**config.mk**
```make
export PLATFORM = sky130hd
export DESIGN_NAME = serial_line_editor
export DESIGN_NICKNAME = d
export VERILOG_FILES = /design/src/hw/rtl/sle_pkg.sv /design/src/hw/rtl/sle_decode.sv /design/src/hw/rtl/serial_line_editor.sv
export VERILOG_INCLUDE_DIRS = /design/src /design/src/hw/rtl
export SDC_FILE = /design/constraint.sdc
export NUM_CORES = 1
export LEC_CHECK = 0
export ABC_AREA = 1
export BUFFER_PORTS_ARGS = -buffer_cell sky130_fd_sc_hd__buf_2
export CAP_MARGIN = 20
export CORE_ASPECT_RATIO = 0.75
export CORE_UTILIZATION = 67
export CTS_CLUSTER_SIZE = 28
export DETAILED_ROUTE_END_ITERATION = 12
export GPL_TIMING_DRIVEN = 0
export PLACE_DENSITY = 0.9
export SYNTH_ARGS = -nofsm -noshare
export SYNTH_HDL_FRONTEND = slang
export SYNTH_SLANG_ARGS = --single-unit
```
**constraint.sdc**
```tcl
create_clock -name clk -period 10.1 [get_ports clk]
set_clock_uncertainty 0.1 [all_clocks]
set_input_delay 1.515 -clock clk [delete_from_list [all_inputs] [get_ports clk]]
set_output_delay 1.515 -clock clk [all_outputs]
set_load 0.02 [all_outputs]
```
**src/hw/rtl/serial_line_editor_macros.svh**
```systemverilog
// Assertion macros for the serial line editor.
`ifndef SERIAL_LINE_EDITOR_MACROS_SVH
`define SERIAL_LINE_EDITOR_MACROS_SVH

`ifndef SYNTHESIS
`define SLE_ASSERT_IMPLY(label, clk, rst, cond, expr, msg) \
  label: assert property (@(posedge clk) disable iff (rst) (cond) |-> (expr)) else $error(msg);
`define SLE_ASSERT_ALWAYS(label, clk, rst, expr, msg) \
  label: assert property (@(posedge clk) disable iff (rst) (expr)) else $error(msg);
`else
`define SLE_ASSERT_IMPLY(label, clk, rst, cond, expr, msg)
`define SLE_ASSERT_ALWAYS(label, clk, rst, expr, msg)
`endif

`endif

```
**src/hw/rtl/sle_pkg.sv**
```systemverilog
package sle_pkg;

  typedef enum logic [1:0] {
    KIND_RX    = 2'd0,
    KIND_CLEAR = 2'd1,
    KIND_READ  = 2'd2
  } kind_t;

  localparam logic [7:0] CHAR_BS       = 8'h08;
  localparam logic [7:0] CHAR_DEL      = 8'h7f;
  localparam logic [7:0] CHAR_ESC      = 8'h1b;
  localparam logic [7:0] CHAR_CARET    = 8'h5e;
  localparam logic [7:0] CHAR_LBRACKET = 8'h5b;
  localparam logic [7:0] CHAR_CR       = 8'h0d;
  localparam logic [7:0] CHAR_LF       = 8'h0a;

  typedef struct packed {
    logic [1:0] kind;
    logic [7:0] rx_byte;
    logic [5:0] read_index;
  } item_t;

  typedef struct packed {
    logic       echo_valid;
    logic [7:0] echo_byte;
    logic       end_of_line;
    logic [6:0] line_length;
    logic [7:0] read_data;
    logic       last;
  } result_t;

  typedef struct packed {
    logic nonempty;
    logic room1;
    logic room2;
  } line_status_t;

  typedef struct packed {
    logic       clr;
    logic       dec;
    logic       store1;
    logic       store2;
    logic [7:0] store_data;
    logic       echo0_valid;
    logic [7:0] echo0_byte;
    logic       two;
    logic [7:0] echo1_byte;
    logic       eol;
    logic       is_read;
  } action_t;

endpackage

```
**src/hw/rtl/sle_decode.sv**
```systemverilog
module sle_decode
  import sle_pkg::*;
(
  input  item_t        item,
  input  line_status_t status,
  output action_t      action
);

  always_comb begin
    action = '0;
    unique case (item.kind)
      KIND_CLEAR: begin
        action.clr = 1'b1;
      end
      KIND_READ: begin
        action.is_read = 1'b1;
      end
      KIND_RX: begin
        case (item.rx_byte) inside
          CHAR_BS, CHAR_DEL: begin
            if (status.nonempty) begin
              action.dec         = 1'b1;
              action.echo0_valid = 1'b1;
              action.echo0_byte  = item.rx_byte;
            end
          end
          CHAR_ESC: begin
            if (status.room1) begin
              action.store1      = 1'b1;
              action.store_data  = CHAR_CARET;
              action.echo0_valid = 1'b1;
              action.echo0_byte  = CHAR_CARET;
              if (status.room2) begin
                action.store2     = 1'b1;
                action.two        = 1'b1;
                action.echo1_byte = CHAR_LBRACKET;
              end
            end
          end
          CHAR_LF: begin
          end
          CHAR_CR: begin
            action.echo0_valid = 1'b1;
            action.echo0_byte  = CHAR_CR;
            action.two         = 1'b1;
            action.echo1_byte  = CHAR_LF;
            action.eol         = 1'b1;
          end
          default: begin
            if (status.room1) begin
              action.store1      = 1'b1;
              action.store_data  = item.rx_byte;
              action.echo0_valid = 1'b1;
              action.echo0_byte  = item.rx_byte;
            end
          end
        endcase
      end
      default: begin
      end
    endcase
  end

endmodule

```
**src/hw/rtl/serial_line_editor.sv**
```systemverilog
// The input word is registered in s1, then processed into the result register.
// Throughput: one input word per cycle for single-result words while result_ready
// is held; words that give two results (carriage return, escape with room for both
// characters) are presented one after the other by the single result register.
// Reset: synchronous; clears the line length and all valid flags, store contents undefined.
`include "serial_line_editor_macros.svh"

module serial_line_editor
  import sle_pkg::*;
#(
  parameter int LINE_CAPACITY = 64
) (
  input  logic    clk,
  input  logic    rst,
  input  logic    item_valid,
  output logic    item_ready,
  input  item_t   item,
  output logic    result_valid,
  input  logic    result_ready,
  output result_t result
);

  localparam int AW = $clog2(LINE_CAPACITY);
  localparam int CW = $clog2(LINE_CAPACITY + 1);

  logic          s1_valid;
  item_t         s1;
  logic          proc_fire;

  logic [CW-1:0] count;
  logic [CW-1:0] count_next;
  logic [CW:0]   count_p1;
  line_status_t  status;
  action_t       action;

  logic [7:0]    line_store [LINE_CAPACITY];
  logic          mem_we;
  logic [AW-1:0] mem_wa;
  logic [7:0]    mem_wd;
  logic [AW-1:0] rd_addr;
  logic [AW+5:0] idx_wide;
  logic [7:0]    mem_q;
  logic          wr2_pend;
  logic [AW-1:0] wr2_addr;

  logic          res_phase;
  logic          res_two;
  logic          res_echo0_valid;
  logic [7:0]    res_echo0_byte;
  logic [7:0]    res_echo1_byte;
  logic          res_eol;
  logic          res_read;
  logic          res_oob;
  logic          res_last;
  logic [CW+6:0] cnt_wide;

  assign res_last   = !res_two || res_phase;
  assign proc_fire  = s1_valid && (!result_valid || (result_ready && res_last));
  assign item_ready = !s1_valid || proc_fire;

  always_ff @(posedge clk) begin
    if (rst) begin
      s1_valid <= 1'b0;
    end else if (item_valid && item_ready) begin
      s1_valid <= 1'b1;
    end else if (proc_fire) begin
      s1_valid <= 1'b0;
    end
  end

  always_ff @(posedge clk) begin
    if (item_valid && item_ready) begin
      s1 <= item;
    end
  end

  assign count_p1        = {1'b0, count} + (CW + 1)'(1);
  assign status.nonempty = (count != '0);
  assign status.room1    = (count < CW'(LINE_CAPACITY));
  assign status.room2    = (count_p1 < (CW + 1)'(LINE_CAPACITY));

  sle_decode u_decode (
    .item   (s1),
    .status (status),
    .action (action)
  );

  always_comb begin
    count_next = count;
    if (action.clr) begin
      count_next = '0;
    end else if (action.dec) begin
      count_next = count - CW'(1);
    end else if (action.store1 && action.store2) begin
      count_next = count + CW'(2);
    end else if (action.store1) begin
      count_next = count + CW'(1);
    end
  end

  always_ff @(posedge clk) begin
    if (rst) begin
      count    <= '0;
      wr2_pend <= 1'b0;
    end else begin
      wr2_pend <= proc_fire && action.store2;
      if (proc_fire) begin
        count <= count_next;
      end
    end
  end

  always_ff @(posedge clk) begin
    if (proc_fire) begin
      wr2_addr <= count_p1[AW-1:0];
    end
  end

  assign mem_we   = (proc_fire && action.store1) || wr2_pend;
  assign mem_wa   = wr2_pend ? wr2_addr : count[AW-1:0];
  assign mem_wd   = wr2_pend ? CHAR_LBRACKET : action.store_data;
  assign idx_wide = {{AW{1'b0}}, s1.read_index};
  assign rd_addr  = idx_wide[AW-1:0];

  always_ff @(posedge clk) begin
    if (mem_we) begin
      line_store[mem_wa] <= mem_wd;
    end
  end

  always_ff @(posedge clk) begin
    if (proc_fire) begin
      mem_q <= line_store[rd_addr];
    end
  end

  always_ff @(posedge clk) begin
    if (rst) begin
      result_valid <= 1'b0;
      res_phase    <= 1'b0;
    end else if (proc_fire) begin
      result_valid <= 1'b1;
      res_phase    <= 1'b0;
    end else if (result_valid && result_ready) begin
      if (res_last) begin
        result_valid <= 1'b0;
        res_phase    <= 1'b0;
      end else begin
        res_phase <= 1'b1;
      end
    end
  end

  always_ff @(posedge clk) begin
    if (proc_fire) begin
      res_two         <= action.two;
      res_echo0_valid <= action.echo0_valid;
      res_echo0_byte  <= action.echo0_byte;
      res_echo1_byte  <= action.echo1_byte;
      res_eol         <= action.eol;
      res_read        <= action.is_read;
      res_oob         <= (32'(s1.read_index) >= LINE_CAPACITY);
    end
  end

  assign cnt_wide = {7'b0, count};

  always_comb begin
    result.echo_valid  = res_phase ? 1'b1 : res_echo0_valid;
    result.echo_byte   = res_phase ? res_echo1_byte : res_echo0_byte;
    result.end_of_line = res_eol;
    result.line_length = cnt_wide[6:0];
    result.read_data   = (res_read && !res_oob) ? mem_q : 8'h00;
    result.last        = res_last;
  end

  `SLE_ASSERT_ALWAYS(a_count_in_range, clk, rst, count <= CW'(LINE_CAPACITY), "count too large")
  `SLE_ASSERT_IMPLY(a_phase_two, clk, rst, res_phase, res_two && result_valid, "stray second word")
  `SLE_ASSERT_IMPLY(a_wr2_after_fire, clk, rst, wr2_pend, $past(proc_fire), "stray second write")
  `SLE_ASSERT_IMPLY(a_wr2_port_free, clk, rst, wr2_pend, !proc_fire, "write port used twice")

endmodule
```
* Word level (Yosys, flattened, before mapping)
Memories as Yosys holds them, arrays and structs flattened. A register that Yosys moved wholly into a read port is not among the register bits.
Index checks and enable logic that the tools add are counted.
Widths: inputs -> output; s select.
** Word-level totals
- Flip-flop bits (word level) :: 53
- Memory bits (writable) :: 512
- Input bits :: 20
- Output and inout bits :: 28
- Logic and storage cells :: 106
- Memories :: 1
** Memory list
- line_store :: words 64, width 8, read ports 1, clocked after memory_dff 1, write ports 1, RTL line serial_line_editor.sv:36 : logic [7:0] line_store [LINE_CAPACITY];
** Operators by class
- $add $sub $neg :: 4
- $lt $le $gt $ge :: 2
- Eq/ne operators :: 7
- Muxes and demuxes :: 50
- Bitwise gates (word level) :: 1
- Reduce and logical (&&, ||, !) cells :: 26
** Operators with widths (number)
- $mux 9 :: 10
- $mux 8 :: 7
- $mux 30 :: 1
- $mux 28 :: 1
- $mux 7 :: 4
- $mux 1 :: 25
- $eq 8x4->1 const B :: 3
- $mux 17 :: 1
- $add 7x1->8 const B :: 1
- $eq 8x5->1 const B :: 1
- $eq 8x7->1 const B :: 1
- $lt 8x7->1 const B :: 1
- $add 7x1->7 const B :: 1
- $add 7x2->7 const B :: 1
- $logic_and 1x1->1 :: 7
- $lt 7x7->1 const B :: 1
- $reduce_bool 7->1 :: 1
- $sub 7x1->7 const B :: 1
- $mux 6 :: 1
- $reduce_bool 2->1 :: 3
- $reduce_or 5->1 :: 1
- $logic_or 1x1->1 :: 4
- $reduce_and 2->1 :: 2
- $reduce_bool 4->1 :: 1
- other kinds (7) :: 10

* Longest topological paths before layout
- Depth in word-level cells :: 11
- Depth in mapped cells :: 13
- Gate-level depth less buffers :: 13

* By module
A second synthesis with hierarchy kept.
** Unflattened totals
- Cells, all modules :: 2246
- Area total of the unflattened synthesis :: 24476.0 um2
** Modules (own cells, without submodules)
- serial_line_editor :: times used 1, cells an instance 2121, area an instance 23812.8 um2, sequential area each 17096.4 um2
- sle_decode :: times used 1, cells an instance 125, area an instance 663.1 um2, sequential area each 0.0 um2

* Worst setup path before layout
Ideal clock, no wire load.
- Kind :: reg2reg
- From :: register s1[15] (netlist name)
- To :: memory line_store[0][0] (data pin)
- Library setup time :: 0.906 ns
- Data arrival time :: 4.650 ns
- Required time :: 9.094 ns
- Slack :: 4.445 ns
- Cell stages (with the launch flop) :: 6
- Buffers on the path :: 0
- Clock period less this slack :: 5.655 ns
- Cell sequence :: edfxtp_1 nor2_4 inv_1 nor2_4 inv_1 o41ai_1
** On the way
- Word-level cells in the longest chain between the ends :: 3
** RTL lines
- start: declaration :: RTL line serial_line_editor.sv:27 : item_t s1;
- start signal: assignment :: RTL line serial_line_editor.sv:73 : s1 <= item;
- $logic_not 2->1 :: RTL line sle_decode.sv:11 : unique case (item.kind)
- $mux 30 :: RTL line sle_decode.sv:11
- $mux 8 :: RTL line serial_line_editor.sv:121 : assign mem_wd = wr2_pend ? CHAR_LBRACKET : action.store_data;
- via mem_wd[0] :: RTL line serial_line_editor.sv:39 : logic [7:0] mem_wd;
- end: declaration :: RTL line serial_line_editor.sv:36
The timed path passes the listed nets, and every way through them passes these cells.

* Worst setup path in the final report
- From :: input result_ready
- To :: memory line_store[29][7], enable pin
** On the way
- Word-level cells in the longest chain between the ends :: 7
** RTL lines
- start: declaration :: RTL line serial_line_editor.sv:19 : input logic result_ready,
- $logic_and 1x1->1 :: RTL line serial_line_editor.sv:58 : assign proc_fire = s1_valid && (!result_valid || (result_ready && res_last));
- $logic_or 1x1->1 :: RTL line serial_line_editor.sv:58
- $logic_and 1x1->1 :: RTL line serial_line_editor.sv:58
- via proc_fire :: RTL line serial_line_editor.sv:28 : logic proc_fire;
- $logic_and 1x1->1 :: RTL line serial_line_editor.sv:119 : assign mem_we = (proc_fire && action.store1) || wr2_pend;
- $logic_or 1x1->1 :: RTL line serial_line_editor.sv:119
- $mux 1 :: RTL line serial_line_editor.sv:126 : if (mem_we) begin
- $mux 1 (implied by the code) :: RTL line serial_line_editor.sv:127 : line_store[mem_wa] <= mem_wd;
The timed path passes the listed nets, and every way through them passes these cells.

==> summary.txt <==
Placement
  • Placed inst area: 24900 µm²
  • DP HPWL: 47500 µm
  • Port Buffers: 46
  • Worst setup slack after placement: 5600 ps
  • Final GP Congestion: 1.01

Drt
  • # DRC: 0
  • DR WL/cell: 27.0 µm
  • Drt total wl: 70800 µm
  • DRT iter0 DRCs: 3449
  • DRT Pass-1 Iters: 7
  • DRT antenna net count: 0
  • Via count: 17700
  • Vias per cell: 6.74

Finish
  • Post-route core utilization: 0.762
  • Most frequent cells in the layout: 555 x edfxtp_1, 348 x nor2_1, 346 x nand2_1
  • Antenna cells: 0
  • Count of filler cells inserted in the layout: 1994
  • Most common cell after layout, fill and taps aside: edfxtp_1
  • P&R area growth vs syn: 11.6%
  • Final instance area: 26500 µm²
  • Layout Nets: 2153
  • Layout cells sized above 1: 0.125

Setup path
  • CP arrival: 4090 ps
  • Worst-case reg-to-reg path depth: 11
  • Crit path launch type: input pin
  • Slowest CP cell: nor2_1
  • CP dominant cell by count: nand2_1
  • Worst Path Required: 10200 ps
  • CP top delay family: simple AND/OR/NAND/NOR gates
  • CP Capture Type: register
  • CP Buf/Inv Count: 2
  • Max stage delay on crit path: 1010 ps
  • R2R Path End: line_store[29][7]
  • R2r setup slk: 6460 ps
  • Worst setup path class: in -> reg
  • Worst R2R Start: res_phase
  • Critical path, cell by cell: buf_2 > nand2_1 > nand2_1 > inv_2 > nor2_8 > nand3_4 > nand2_8 > nand4_4 > nor2_1
  • Crit-path max FO: 31

STA
  • Slew HR: 0.187
  • Worst Setup Slack, final: 6100 ps
  • Max Clock Freq: 250 MHz
  • Final critical-path required period: 4000 ps
  • Fin. Hold Viols: 0
  • Final clock period utilization by the worst path: 0.396
  • RSZ-0062 raised after global routing: false
  • Setup-failing EPs final: 0
  • Max-slew violation count: 0
  • Worst Hold Margin: 440 ps
  • Worst slew pin tran: 1220 ps

Die
  • Die width: 219 µm
  • Die height: 165 µm
  • Row cnt: 59
  • Area of the core: 34800 µm²
  • IO Pins: 48
  • Die ar.: 36200 µm²
  • Starting density of the core: 0.683

Synth
  • Number of synthesized register bits: 566
  • Post-synthesis area per instance: 11.9 µm²
  • Syn Inst Count: 2001
  • Count of different cell masters after synthesis: 43
  • Synth Cell Area: 23700 µm²
  • Syn_nets: 2026
  • Post-synthesis sequential area ratio: 0.712
  • YS warnings: 0

Worst hold path
  • Hold endpoint: s1_valid
  • Hold depth: 2
  • Worst hold start: s1_valid
  • Hold Crit Class: reg -> reg

Power and ir drop
  • Max IR drop VDD: 0.000226 V
  • Pwr Total: 4850 µW
  • Lkg Pwr: 0.00941 µW
  • Pwr Density: 183 nW/µm²

Clock tree
  • Cts hold-fix bufs: 0
  • Num CTS Buffers: 51
  • Reg clk slew, reported paths: 60 ps
  • Worst-Skew Late Latency: 600 ps
  • Post-cts resize count: 0
  • Clock sinks: 566
  • H-tree levels: 2
  • Clock tree buffer depth: 3
  • Root buf cell: clkbuf_16
  • Setup Fix Bufs, Post-CTS: 0
  • CTS tree: built

GRT
  • Global route overflow: 0
  • Largest net degree at the start of global routing: 37
  • Initial antenna violation count: 1
  • Vias in the first global route: 17000
  • Overall Global Routing Usage: 0.400
  • First-pass GRT wire length: 103000 µm

Flow run
  • Max Cap Viol: 0

Status
  • Run status: completed
## cell families (layout without fill, tap and decap cells)
| family | after synthesis | after routing | synth area share |
|---|---|---|---|
| XOR/XNOR | 6 | 6 | 0.00221 |
| adder cells (fa/ha/maj) | 5 | 5 | 0.00264 |
| AND/OR/NAND/NOR | 828 | 828 | 0.150 |
| flip-flops | 566 | 566 | 0.712 |
| buffers and inverters | 181 | 348 | 0.0378 |
| AO/OA/AOI/OAI | 415 | 415 | 0.0960 |
## area by class of cell
cell class                 instances  area, µm²  share of cell area
sequential                       566      16900               0.638
timing repair buffer              74        543              0.0205
buffer                           118        658              0.0248
inverter                          63        239             0.00902
clock buffer                      69       1410              0.0531
tap                              457        572              0.0216
multi-input combinational       1254       5990               0.226
clock inverter                    24        191             0.00723
## how the worst max path moves through the flow
| stage | start | end | slack, ps | cells past startpoint |
|---|---|---|---|---|
| after CTS | result_ready | line_store[28][7] | 6210 | 9 |
| after global placement | s1[7] | line_store[51][0] | -570 | 7 |
| final | result_ready | line_store[29][7] | 6100 | 9 |
| after floorplan | s1[15] | line_store[0][0] | 4440 | 5 |
| after detailed placement | result_ready | line_store[28][0] | 5600 | 9 |
| after global routing | result_ready | line_store[30][7] | 6080 | 9 |
## through the flow
step	instances	TNS, ps
floorplan	2001	0
global placement	2504	-36170
detailed placement	2530	0
CTS	2623	0
global route	2625	0
finish	2625	0
## cells in the mapped netlist (all sizes together)
cell type	instances	area share
clkbuf	53	0.0086
nand4	14	0.0088
nand3	74	0.017
dfxtp	11	0.0093
o41ai	1	0.00037
o22ai	128	0.034
edfxtp	555	0.70
or2	7	0.0018
o311ai	1	0.00037
inv	63	0.010
o211ai	1	0.00032
buf	65	0.019
ha	5	0.0026
a21oi	11	0.0023
nand2	365	0.060
nand3b	1	0.00032
nor3	6	0.0013
xnor2	1	0.00037
nor4	3	0.00079
xor2	5	0.0018
nor2	358	0.059
o21ai	271	0.058
a31oi	1	0.00026
o31ai	1	0.00032
## sequential cells by signal, indices dropped and copies added (netlist names)
register and count:
s1 10, wr2_pend 1, res_echo1_byte 2, count 7, mem_q 8, res_read 1, result_valid 1, res_echo0_valid 1
line_store 512, res_eol 1, res_echo0_byte 8, res_phase 1, s1_valid 1, wr2_addr 6, rd_addr 6
## per-layer routing
layer | GRT usage | up-vias | part of all wire | routed length (µm)
li1 | - | 7385 | - | -
met1 | 0.527 | 8275 | 0.34 | 24200
met2 | 0.584 | 1705 | 0.43 | 30400
met3 | 0.166 | 316 | 0.18 | 12500
met4 | 0.180 | 2 | 0.050 | 3560
met5 | 0.0208 | - | 0.0014 | 100
## where the power goes
part           leakage [µW]  switching [µW]  internal (µW)
logic               0.00342             271           95.4
registers           0.00522            8.16           2580
clock network      0.000778             846           1050
## tightest hold or removal path, delay by kind of cell, from the launching register on
family	cells	cell delay, ps
compound gates	1	80
flops	1	310
simple gates	1	100
Power figures use the tool's default switching activity.
